==> config.mk <==
export PLATFORM = sky130hd
export DESIGN_NAME = cave_smoothing_pass_top
export DESIGN_NICKNAME = d
export VERILOG_FILES = /design/src/rtl/csp_pkg.sv /design/src/rtl/csp_cfg.sv /design/src/rtl/csp_line_store.sv /design/src/rtl/csp_core.sv /design/src/rtl/csp_out_skid.sv /design/src/rtl/cave_smoothing_pass_top.sv
export SDC_FILE = /design/constraint.sdc
export NUM_CORES = 1
export LEC_CHECK = 0
export ABC_AREA = 1
export BUFFER_PORTS_ARGS = -buffer_cell sky130_fd_sc_hd__buf_2
export CORE_ASPECT_RATIO = 0.8
export CORE_MARGIN = 1
export CORE_UTILIZATION = 30
export CTS_CLUSTER_DIAMETER = 150
export DETAILED_ROUTE_END_ITERATION = 6
export PLACE_DENSITY = 0.46
export SLEW_MARGIN = 20
export SYNTH_ARGS = -nofsm -noshare
export SYNTH_HDL_FRONTEND = slang
export SYNTH_SLANG_ARGS = --single-unit
==> constraint.sdc <==
create_clock -name i_clk -period 8.9 [get_ports i_clk]
set_input_delay 0.89 -clock i_clk [delete_from_list [all_inputs] [get_ports i_clk]]
set_output_delay 0.89 -clock i_clk [all_outputs]
set_load 0.005 [all_outputs]
==> src/rtl/csp_pkg.sv <==
`timescale 1ns / 1ps
`default_nettype none
// ----------------------------------------------------------------------------
// Cave smoothing pass package
// Shared constants, types and the 4-5 smoothing rule for the cave smoothing
// pass block.
// ----------------------------------------------------------------------------
package csp_pkg;

    // Width of the grid size registers.
    localparam int CFG_W = 9;
    // Width of the row and column fields of a result.
    localparam int OUT_W = 8;
    // APB port widths.
    localparam int APB_AW = 3;
    localparam int APB_DW = 32;

    localparam int DEF_MAX_WIDTH  = 256;
    localparam int DEF_MAX_HEIGHT = 256;

    // Smallest legal grid size and the thresholds of the smoothing rule.
    localparam int SIZE_MIN  = 3;
    localparam int ROCK_MIN  = 5;
    localparam int FLOOR_MAX = 3;

    // Register index, taken from paddr bit 2.
    typedef enum logic [0:0] {
        REG_GRID_WIDTH  = 1'b0,
        REG_GRID_HEIGHT = 1'b1
    } t_reg_idx;

    typedef struct packed {
        logic [CFG_W-1:0] width;
        logic [CFG_W-1:0] height;
    } t_grid_cfg;

    typedef struct packed {
        logic [OUT_W-1:0] row;
        logic [OUT_W-1:0] col;
        logic             is_rock;
        logic             last;
    } t_result;

    // Limits a written size to the range SIZE_MIN..hi.
    function automatic logic [CFG_W-1:0] clamp_size(input logic [CFG_W-1:0] v,
                                                    input int hi);
        logic [CFG_W-1:0] res;
        if (int'(v) < SIZE_MIN) begin
            res = CFG_W'(SIZE_MIN);
        end else if (int'(v) > hi) begin
            res = CFG_W'(hi);
        end else begin
            res = v;
        end
        return res;
    endfunction

    // New value of a cell from its eight neighbors and its own value.
    function automatic logic smooth_rule(input logic [7:0] nbrs, input logic centre);
        logic [3:0] cnt;
        logic       res;
        cnt = '0;
        for (int k = 0; k < 8; k++) begin
            cnt = cnt + {3'b000, nbrs[k]};
        end
        if (int'(cnt) >= ROCK_MIN) begin
            res = 1'b1;
        end else if (int'(cnt) <= FLOOR_MAX) begin
            res = 1'b0;
        end else begin
            res = centre;
        end
        return res;
    endfunction

endpackage
`default_nettype wire

==> src/rtl/csp_cfg.sv <==
`timescale 1ns / 1ps
`default_nettype none
// ----------------------------------------------------------------------------
// Cave smoothing configuration registers
// APB slave holding the clamped grid width and height.
// ----------------------------------------------------------------------------
module csp_cfg
    import csp_pkg::*;
#(
    parameter int MAX_WIDTH  = DEF_MAX_WIDTH,
    parameter int MAX_HEIGHT = DEF_MAX_HEIGHT
) (
    input  wire logic              i_clk,
    input  wire logic              i_rst_n,
    input  wire logic              psel,
    input  wire logic              penable,
    input  wire logic              pwrite,
    input  wire logic [APB_AW-1:0] paddr,
    input  wire logic [APB_DW-1:0] pwdata,
    output logic      [APB_DW-1:0] prdata,
    output logic                   pready,
    output t_grid_cfg              o_cfg,
    output logic                   o_wr
);

    t_grid_cfg r_cfg;
    t_reg_idx  idx;

    assign idx    = t_reg_idx'(paddr[2]);
    assign pready = 1'b1;
    assign o_wr   = psel & penable & pwrite;
    assign o_cfg  = r_cfg;

    always_ff @(posedge i_clk) begin
        if (!i_rst_n) begin
            r_cfg.width  <= clamp_size(CFG_W'(256), MAX_WIDTH);
            r_cfg.height <= clamp_size(CFG_W'(256), MAX_HEIGHT);
        end else if (o_wr) begin
            case (idx)
                REG_GRID_WIDTH:  r_cfg.width  <= clamp_size(pwdata[CFG_W-1:0], MAX_WIDTH);
                REG_GRID_HEIGHT: r_cfg.height <= clamp_size(pwdata[CFG_W-1:0], MAX_HEIGHT);
                default: ;
            endcase
        end
    end

    always_comb begin
        case (idx)
            REG_GRID_WIDTH:  prdata = APB_DW'(r_cfg.width);
            REG_GRID_HEIGHT: prdata = APB_DW'(r_cfg.height);
            default:         prdata = '0;
        endcase
    end

endmodule
`default_nettype wire

==> src/rtl/csp_line_store.sv <==
`timescale 1ns / 1ps
`default_nettype none
// ----------------------------------------------------------------------------
// Cave smoothing line store
// One-bit-wide row memory with one write port and one registered read port.
// ----------------------------------------------------------------------------
module csp_line_store #(
    parameter int DEPTH = 256
) (
    input  wire logic                     i_clk,
    input  wire logic                     i_wr_en,
    input  wire logic [$clog2(DEPTH)-1:0] i_wr_addr,
    input  wire logic                     i_wr_data,
    input  wire logic [$clog2(DEPTH)-1:0] i_rd_addr,
    output logic                          o_rd_data
);

    logic r_mem [DEPTH];
    logic r_rd_data;

    always_ff @(posedge i_clk) begin
        if (i_wr_en) begin
            r_mem[i_wr_addr] <= i_wr_data;
        end
        r_rd_data <= r_mem[i_rd_addr];
    end

    assign o_rd_data = r_rd_data;

endmodule
`default_nettype wire

==> src/rtl/csp_core.sv <==
`timescale 1ns / 1ps
`default_nettype none
// ----------------------------------------------------------------------------
// Cave smoothing core
// Raster counters, 3x3 window registers and the smoothing rule. Drives the
// line store addresses and produces one result per interior cell.
// ----------------------------------------------------------------------------
module csp_core
    import csp_pkg::*;
#(
    parameter int MAX_WIDTH  = DEF_MAX_WIDTH,
    parameter int MAX_HEIGHT = DEF_MAX_HEIGHT
) (
    input  wire logic                         i_clk,
    input  wire logic                         i_rst_n,
    input  wire t_grid_cfg                    i_cfg,
    input  wire logic                         i_cfg_wr,
    input  wire logic                         i_accept,
    input  wire logic                         i_cell,
    input  wire logic                         i_raw_q,
    input  wire logic                         i_fin_q,
    output logic [$clog2(MAX_WIDTH)-1:0]      o_rd_addr,
    output logic [$clog2(MAX_WIDTH)-1:0]      o_raw_wr_addr,
    output logic                              o_raw_wr_data,
    output logic [$clog2(MAX_WIDTH)-1:0]      o_fin_wr_addr,
    output logic                              o_fin_wr_data,
    output logic                              o_produce,
    output t_result                           o_result
);

    localparam int CW    = $clog2(MAX_WIDTH);
    localparam int RW    = $clog2(MAX_HEIGHT);
    localparam int CMP_W = ((CW > RW ? CW : RW) + 1 > CFG_W) ?
                           (CW > RW ? CW : RW) + 1 : CFG_W;

    logic [CW-1:0] r_col, n_col;
    logic [RW-1:0] r_row, n_row;

    // Window columns left of the arriving one: a is two back, b is one back.
    logic r_ua, r_ub, r_ma, r_mb, r_la, r_lb;
    // Raw last-column value of the middle row, written to the final store later.
    logic r_hold;

    logic last_col, last_row, nv;

    assign last_col = (CMP_W'(r_col) + CMP_W'(1)) >= CMP_W'(i_cfg.width);
    assign last_row = (CMP_W'(r_row) + CMP_W'(1)) >= CMP_W'(i_cfg.height);
    assign o_produce = (int'(r_row) >= 2) && (int'(r_col) >= 2);

    assign nv = smooth_rule({r_ua, r_ub, i_fin_q, r_ma, i_raw_q, r_la, r_lb, i_cell}, r_mb);

    always_comb begin
        n_col = r_col;
        n_row = r_row;
        if (i_cfg_wr) begin
            n_col = '0;
            n_row = '0;
        end else if (i_accept) begin
            if (last_col) begin
                n_col = '0;
                n_row = last_row ? '0 : r_row + RW'(1);
            end else begin
                n_col = r_col + CW'(1);
            end
        end
    end

    assign o_rd_addr     = n_col;
    assign o_raw_wr_addr = r_col;
    assign o_raw_wr_data = i_cell;

    // The middle row's cell one column back is final once this step is done;
    // the last column is filled in at the start of the next row.
    always_comb begin
        if (r_col == '0) begin
            o_fin_wr_addr = CW'(i_cfg.width - CFG_W'(1));
            o_fin_wr_data = r_hold;
        end else begin
            o_fin_wr_addr = r_col - CW'(1);
            o_fin_wr_data = o_produce ? nv : r_mb;
        end
    end

    always_comb begin
        o_result.row     = OUT_W'(32'(r_row) - 32'd1);
        o_result.col     = OUT_W'(32'(r_col) - 32'd1);
        o_result.is_rock = nv;
        o_result.last    = last_row && last_col;
    end

    always_ff @(posedge i_clk) begin
        if (!i_rst_n) begin
            r_col <= '0;
            r_row <= '0;
        end else begin
            r_col <= n_col;
            r_row <= n_row;
        end
    end

    always_ff @(posedge i_clk) begin
        if (i_accept) begin
            r_ua <= r_ub;
            r_ub <= i_fin_q;
            r_ma <= o_produce ? nv : r_mb;
            r_mb <= i_raw_q;
            r_la <= r_lb;
            r_lb <= i_cell;
            if (last_col) begin
                r_hold <= i_raw_q;
            end
        end
    end

endmodule
`default_nettype wire

==> src/rtl/csp_out_skid.sv <==
`timescale 1ns / 1ps
`default_nettype none
// ----------------------------------------------------------------------------
// Cave smoothing output stage
// Result register with a skid entry so that input requests keep flowing
// while a result waits.
// ----------------------------------------------------------------------------
module csp_out_skid
    import csp_pkg::*;
(
    input  wire logic    i_clk,
    input  wire logic    i_rst_n,
    input  wire logic    i_push,
    input  wire t_result i_data,
    output logic         o_ready,
    output logic         o_valid,
    output t_result      o_data,
    input  wire logic    i_ready
);

    logic    r_out_v, r_sk_v;
    t_result r_out, r_sk;
    logic    take;

    assign take    = r_out_v & i_ready;
    assign o_ready = ~r_sk_v;
    assign o_valid = r_out_v;
    assign o_data  = r_out;

    always_ff @(posedge i_clk) begin
        if (!i_rst_n) begin
            r_out_v <= 1'b0;
            r_sk_v  <= 1'b0;
        end else if (r_sk_v) begin
            if (take) begin
                r_sk_v <= 1'b0;
            end
        end else if (!r_out_v || take) begin
            r_out_v <= i_push;
        end else if (i_push) begin
            r_sk_v <= 1'b1;
        end
    end

    always_ff @(posedge i_clk) begin
        if (r_sk_v) begin
            if (take) begin
                r_out <= r_sk;
            end
        end else if (!r_out_v || take) begin
            r_out <= i_data;
        end else if (i_push) begin
            r_sk <= i_data;
        end
    end

endmodule
`default_nettype wire

==> src/rtl/cave_smoothing_pass_top.sv <==
`timescale 1ns / 1ps
`default_nettype none
// ----------------------------------------------------------------------------
// Cave smoothing pass
// One in-place pass of the 4-5 cellular automaton cave rule over a binary
// grid that streams in raster order, one cell per request.
// ----------------------------------------------------------------------------
//  Channel   Direction  Handshake                       Payload
//  input     in         i_in_valid / o_in_ready         i_cell_is_rock
//  output    out        o_out_valid / i_out_ready       o_out_row, o_out_col,
//                                                       o_new_is_rock, o_last_cell
//  config    in         psel, penable, pwrite, pready   paddr, pwdata, prdata
//
//  One cell is taken every cycle unless the skid entry is full; the request
//  that completes a window registers its result in the result register.
//  The rate is set by the two line stores, each read and written once per cell.
//  Reset (synchronous, active low) clears the counters and the output stage;
//  the line stores are not cleared and need no clearing pass.
//  A result that is not taken parks in a skid entry; input stalls only when
//  both the result register and the skid entry are full.
// ----------------------------------------------------------------------------
module cave_smoothing_pass_top
    import csp_pkg::*;
#(
    parameter int MAX_WIDTH  = DEF_MAX_WIDTH,
    parameter int MAX_HEIGHT = DEF_MAX_HEIGHT
) (
    input  wire logic              i_clk,
    input  wire logic              i_rst_n,
    // Cell stream.
    input  wire logic              i_in_valid,
    output logic                   o_in_ready,
    input  wire logic              i_cell_is_rock,
    // Smoothed interior cells.
    output logic                   o_out_valid,
    input  wire logic              i_out_ready,
    output logic      [OUT_W-1:0]  o_out_row,
    output logic      [OUT_W-1:0]  o_out_col,
    output logic                   o_new_is_rock,
    output logic                   o_last_cell,
    // Configuration.
    input  wire logic              psel,
    input  wire logic              penable,
    input  wire logic              pwrite,
    input  wire logic [APB_AW-1:0] paddr,
    input  wire logic [APB_DW-1:0] pwdata,
    output logic      [APB_DW-1:0] prdata,
    output logic                   pready
);

    localparam int CW = $clog2(MAX_WIDTH);

    t_grid_cfg     cfg;
    logic          cfg_wr;
    logic          accept;
    logic          raw_q, fin_q;
    logic [CW-1:0] rd_addr, raw_wr_addr, fin_wr_addr;
    logic          raw_wr_data, fin_wr_data;
    logic          produce;
    t_result       result, out_data;

    assign accept = i_in_valid & o_in_ready;

    csp_cfg #(
        .MAX_WIDTH  (MAX_WIDTH),
        .MAX_HEIGHT (MAX_HEIGHT)
    ) u_cfg (
        .i_clk   (i_clk),
        .i_rst_n (i_rst_n),
        .psel    (psel),
        .penable (penable),
        .pwrite  (pwrite),
        .paddr   (paddr),
        .pwdata  (pwdata),
        .prdata  (prdata),
        .pready  (pready),
        .o_cfg   (cfg),
        .o_wr    (cfg_wr)
    );

    // Raw store: the row above the arriving one, as it arrived.
    csp_line_store #(.DEPTH(MAX_WIDTH)) u_raw_line (
        .i_clk     (i_clk),
        .i_wr_en   (accept),
        .i_wr_addr (raw_wr_addr),
        .i_wr_data (raw_wr_data),
        .i_rd_addr (rd_addr),
        .o_rd_data (raw_q)
    );

    // Final store: the row two above the arriving one, with smoothed values.
    csp_line_store #(.DEPTH(MAX_WIDTH)) u_fin_line (
        .i_clk     (i_clk),
        .i_wr_en   (accept),
        .i_wr_addr (fin_wr_addr),
        .i_wr_data (fin_wr_data),
        .i_rd_addr (rd_addr),
        .o_rd_data (fin_q)
    );

    csp_core #(
        .MAX_WIDTH  (MAX_WIDTH),
        .MAX_HEIGHT (MAX_HEIGHT)
    ) u_core (
        .i_clk         (i_clk),
        .i_rst_n       (i_rst_n),
        .i_cfg         (cfg),
        .i_cfg_wr      (cfg_wr),
        .i_accept      (accept),
        .i_cell        (i_cell_is_rock),
        .i_raw_q       (raw_q),
        .i_fin_q       (fin_q),
        .o_rd_addr     (rd_addr),
        .o_raw_wr_addr (raw_wr_addr),
        .o_raw_wr_data (raw_wr_data),
        .o_fin_wr_addr (fin_wr_addr),
        .o_fin_wr_data (fin_wr_data),
        .o_produce     (produce),
        .o_result      (result)
    );

    csp_out_skid u_out (
        .i_clk   (i_clk),
        .i_rst_n (i_rst_n),
        .i_push  (accept & produce),
        .i_data  (result),
        .o_ready (o_in_ready),
        .o_valid (o_out_valid),
        .o_data  (out_data),
        .i_ready (i_out_ready)
    );

    assign o_out_row     = out_data.row;
    assign o_out_col     = out_data.col;
    assign o_new_is_rock = out_data.is_rock;
    assign o_last_cell   = out_data.last;

endmodule
`default_nettype wire

# Word level (Yosys, flattened, before mapping)
# Memory sizes are Yosys's and may differ from the RTL's. A register that Yosys moved wholly into a read port is not among the register bits.
# Cells that the tools add are included.
dict set report totals {
  reg_bits 79
  mem_bits_rw 512
  input_bits 43
  word_cells 90
  n_memories 2
}
dict set report classes {
  n_addsub 15
  order_cmp 8
  eq_ne 1
  muxes 21
  n_bitwise 9
  n_reduce_logical 13
}
# name words word_bits rd rd_clocked_by_memory_dff wr line_no
set mem_list {}
lappend mem_list {u_fin_line.r_mem 256 1 1 1 1 csp_line_store.sv:18} ;# logic r_mem [DEPTH];
lappend mem_list {u_raw_line.r_mem 256 1 1 1 1 csp_line_store.sv:18}
# op count
set op_table {}
lappend op_table {{$pmux W32 S2} 1}
lappend op_table {{$mux W18} 3}
lappend op_table {{$mux W8} 5}
lappend op_table {{$sub A8 B1 Y8 const B} 4}
lappend op_table {{$add A4 B1 Y4} 6}
lappend op_table {{$add A8 B1 Y9 const B} 2}
lappend op_table {{$ge A9 B9 Y1} 2}
lappend op_table {{$mux W9} 2}
lappend op_table {{$add A8 B1 Y8 const B} 2}
lappend op_table {{$ge A8 B2 Y1 const B} 2}
lappend op_table {{$mux W1} 10}
lappend op_table {{$reduce_and A2 Y1} 5}
lappend op_table {{$gt A9 B9 Y1 const B} 1}
lappend op_table {{$lt A9 B2 Y1 const B} 1}
lappend op_table {{$logic_not A8 Y1} 1}
lappend op_table {{$and A1 B1 Y1} 5}
lappend op_table {{$ge A4 B3 Y1 const B} 1}
lappend op_table {{$le A4 B2 Y1 const B} 1}
lappend op_table {{$not A1 Y1} 4}
lappend op_table {{$reduce_and A3 Y1} 1}
lappend op_table {{$add A1 B1 Y2} 1}
lappend op_table {{$logic_and A1 B1 Y1} 2}
lappend op_table {{$ne A2 B2 Y1 const B} 1}
lappend op_table {{$reduce_bool A2 Y1} 1}
lappend op_table {{3 further kinds} 3}

# Depth between registers and ports, before layout
dict set report logic_depth {
  depth_word 12
  mapped_depth 26
  depth_no_buf 25
}

# By module
# A second synthesis with hierarchy kept.
dict set report hier_totals {
  hier_cells 3008
  hier_area_um2 28426.0
}
# module instances cells_each area_each_um2 seq_area_each_um2
set modules_own_cells {}
lappend modules_own_cells {csp_line_store 2 1184 11717.5 7707.4}
lappend modules_own_cells {csp_core 1 385 2484.9 530.5}
lappend modules_own_cells {csp_out_skid 1 110 1433.9 1121.1}
lappend modules_own_cells {csp_cfg 1 141 1054.8 360.3}
lappend modules_own_cells {cave_smoothing_pass_top 1 4 17.5 0.0}

# Worst setup path before layout
# OpenSTA, ideal clock, no wires.
dict set report synth_timing {
  path_type {input-to-reg}
  startpoint {input port i_cell_is_rock}
  endpoint {memory u_fin_line.r_mem[0], data pin}
  arrival_time_ns 6.649
  slack_ns 1.428
  path_stages 12
  path_buffers 0
  cell_sequence {ha_1 inv_1 fa_1 fa_1 fa_1 fa_1 and3_1 o21ai_0 nand2_1 o21ai_0 nand2_1 nand2_1}
}
# element line_no
set synth_rtl {}
lappend synth_rtl {{from (decl)} cave_smoothing_pass_top.sv:33} ;# input wire logic i_cell_is_rock,
lappend synth_rtl {{to (decl)} csp_line_store.sv:18}

# Final worst setup path
dict set report layout_timing {
  startpoint {register u_core.r_col[3], in the netlist u_core.o_raw_wr_addr[3]}
  endpoint {register u_raw_line.r_rd_data, in the netlist u_raw_line.o_rd_data (read register of u_raw_line.r_mem)}
}
dict set report layout_via {
  elab_chain_cells 5
}
# element line_no
set layout_rtl {}
lappend layout_rtl {{from (decl)} csp_core.sv:36} ;# logic [CW-1:0] r_col, n_col;
lappend layout_rtl {{from (signal assigned)} csp_core.sv:96} ;# r_col <= n_col;
lappend layout_rtl {{$add A8 B1 Y9} csp_core.sv:46} ;# assign last_col = (CMP_W'(r_col) + CMP_W'(1)) >= CMP_W'(i_cfg.width);
lappend layout_rtl {{$ge A9 B9 Y1} csp_core.sv:46}
lappend layout_rtl {{$mux W8} csp_core.sv:59} ;# if (last_col) begin
lappend layout_rtl {{$mux W8 (*)} csp_core.sv:58} ;# end else if (i_accept) begin
lappend layout_rtl {{$mux W8 (*)} csp_core.sv:55} ;# if (i_cfg_wr) begin
lappend layout_rtl {{to (decl)} csp_line_store.sv:19} ;# logic r_rd_data;
# Mark *: on every way between the ends. The rest lies on a longest branch, timed or not.
# A chain may end at the register's enable or synchronous reset.

==> metrics.csv <==
stage,metric,value,unit
outcome,status,completed,
sta,worst clock skew,0.0155,ns
synth,Main synth FF type,edfxtp_1,
route,Via Count,21300,
floorplan,die extent in x,352,um
sta,Final Setup Violations,0,
pwr,Lkg Pwr,12.1,nW
setup_path,Crit path largest cell delay,0.73,ns
clocking,CTS resizes,0,
route,ANT nets after route,0,
setup_path,Buf/Inv on CP,4,
global_route,GRT Util Overall,0.173,
synth,Mapped Cells,3176,
layout,area delta synth->final,10.4,%
clocking,CTS sink count,593,
synth,register bit total from synthesis,593,
route,Initial DRC Count,1832,
pwr,total power,6.68,mW
synth,Avg Inst Size Synth,9.26,um^2
setup_path,Startpoint Class,flip-flop,
place,Final GP Congestion,0.773,
global_route,grt ovf,0,
clocking,Clock Root Buffer,clkbuf_16,
setup_path,worst setup path category,flip-flop to flip-flop,
global_route,routing usage on met3,0.0268,
synth,Yosys top cell by area,edfxtp_1,
clocking,"CTS clk-pin slew, worst paths",0.07,ns
route,drt pass-1 iters,7,
floorplan,FP Rows,102,
sta,Fmax,161,MHz
flow_run,max_cap viols,0,
setup_path,worst-path fanout max,96,
synth,post-synth cell types,46,
place,placed instance area,30700,um^2
route,DR WL/cell,19.5,um
layout,design area,32500,um^2
synth,number of warnings issued by yosys,0,
clocking,total CTS buffers,60,
clocking,worst-case clock buffer depth,3,
setup_path,Crit. path cell count,26,
sta,WHS,0.455,ns
sta,max-slew violations,0,
synth,number of synthesized flops with an enable pin,555,
setup_path,Worst EP arrival,6.77,ns
global_route,vias in the first global route,19800,
pwr,Worst IR Drop VDD,0.000161,V
global_route,largest net degree at the start of global routing,230,
setup_path,Crit. End Element,flip-flop,
layout,Layout fillers,10200,
sta,unrepaired setup endpoints after global routing,no,
synth,asr flop ratio synth,0,
worst_hold_path,worst hold stages,0,
clocking,htree depth,2,
place,PortBufs,46,
place,pre-CTS WS,2.76,ns
sta,minimum clock period,6.22,ns
global_route,met2 GRT Util,0.271,
clocking,hold_buf cts,0,
layout,layout cells sized above 1,0.0703,
setup_path,reg2reg path depth,26,
layout,"commonest non-fill, non-tap cell in the layout",nand2_1,
sta,final hold vios,0,
floorplan,num ports,96,
floorplan,core area,97000,um^2
setup_path,crit-path most repeated cell,nand3_1,
sta,worst-margin pin slew,1.17,ns
pwr,P per Cell Area,206,nW/um^2
layout,Final nets,3192,
clocking,CTS tree,done,
worst_hold_path,worst min path class,flip-flop to flip-flop,
synth,synth top area cells,"edfxtp_1 (57%), nand3_1 (8.0%), nand2_1 (7.6%)",
setup_path,Crit-path slowest cell,nand2_8,
global_route,antenna violations before repair,0,
synth,synthesized cell area,29400,um^2
synth,post-synthesis sequential area ratio,0.592,
setup_path,WP data required,9.45,ns
floorplan,die height,282,um
place,post-DP HPWL,44400,um
route,Vias/cell,4.77,
global_route,busiest grt layer,met2,
route,Remaining DRCs,0,
global_route,global-route wire length before repair,129000,um
floorplan,starting density of the core,0.303,
layout,n_diodes,0,
layout,most frequent cells in the layout,"nand2_1 (587), nor2_1 (567), edfxtp_1 (555)",
sta,Sum Neg Setup Slack,0,ns
floorplan,die area,99300,um^2
clocking,worst skew pair latency,0.65,ns
sta,slew margin rel.,0.215,
sta,final setup margin,2.68,ns
global_route,grt met1 use,0.251,
sta,Final period util,0.699,
clocking,Post-CTS Setup Bufs,0,
synth,Synth top area share,0.567,
route,total length of routed wires,86800,um
setup_path,crit-path leading delay family,simple AND/OR/NAND/NOR gates,
[synth_stat cells (7+ instances only)]
master	count
a21oi_1	26
buf_2	125
buf_4	24
clkbuf_1	71
dfxtp_1	38
edfxtp_1	555
ha_1	31
inv_1	338
inv_2	15
nand2_1	592
nand3_1	469
nand3b_1	140
nor2_1	570
nor3_1	7
o211ai_1	32
o21ai_0	45
o21ai_1	7
xor2_1	24
[report_power, final]
| part | switching, mW | internal (mW) | total [mW] |
|---|---|---|---|
| logic | 0.802 | 0.245 | 1.05 |
| clock network | 1.12 | 1.33 | 2.45 |
| registers | 0.0190 | 3.16 | 3.18 |
[logic make-up (layout without fill, tap and decap cells)]
kind of cell	after synthesis	count (layout)	share of synthesized area
simple gates	1810	1810	0.274
other cells	2	24	0.000255
compound gates	131	131	0.0279
fa+ha+maj	35	35	0.0159
flops	593	593	0.592
buf+inv	581	541	0.0828
xor+xnor	24	24	0.00715
[path summary, 6_finish.rpt]
check                                                        start                            to  slack (ns)
worst min register to register               u_core.r_ub$_DFFE_PP_         u_core.r_ua$_DFFE_PP_        0.46
worst max-delay path            u_core.o_raw_wr_addr[3]$_SDFF_PN0_  u_raw_line.o_rd_data$_DFF_P_        2.68
worst min-delay path                         u_core.r_ub$_DFFE_PP_         u_core.r_ua$_DFFE_PP_        0.46
worst max register to register  u_core.o_raw_wr_addr[3]$_SDFF_PN0_  u_raw_line.o_rd_data$_DFF_P_        2.68
[cell type report]
| cell class | count | area, um^2 | area share |
|---|---|---|---|
| sequential | 593 | 17400 | 0.536 |
| multi-input combinational | 2024 | 9740 | 0.300 |
| tap | 1300 | 1630 | 0.0501 |
| clock buffer | 71 | 1560 | 0.0481 |
| inverter | 354 | 1330 | 0.0410 |
| timing repair buffer | 81 | 549 | 0.0169 |
| clock inverter | 35 | 250 | 0.00770 |
[routing by layer]
metal  vias to the layer above  routed length [um]
met5                         -                   0
li1                      10300                   -
met1                     10400               42300
met2                       490               38300
met3                       107                4580
met4                         0                1630
[stage by stage]
| stage | util | instances |
|---|---|---|
| final | 0.335 | 4458 |
| after global routing | 0.335 | 4458 |
| after CTS | 0.335 | 4458 |
| after detailed placement | 0.316 | 4352 |
| after global placement | 0.316 | 4352 |
| after floorplan | - | 3198 |
[registers in the layout, indices dropped and copies added (netlist names), 8 cells and up]
register	flops
u_out.r_sk	18
u_core.r_row	8
u_fin_line.r_mem	256
u_raw_line.r_mem	256
u_cfg.o_cfg	18
u_core.o_raw_wr_addr	8
u_out.o_data	18
Power figures use the tool's default switching activity.
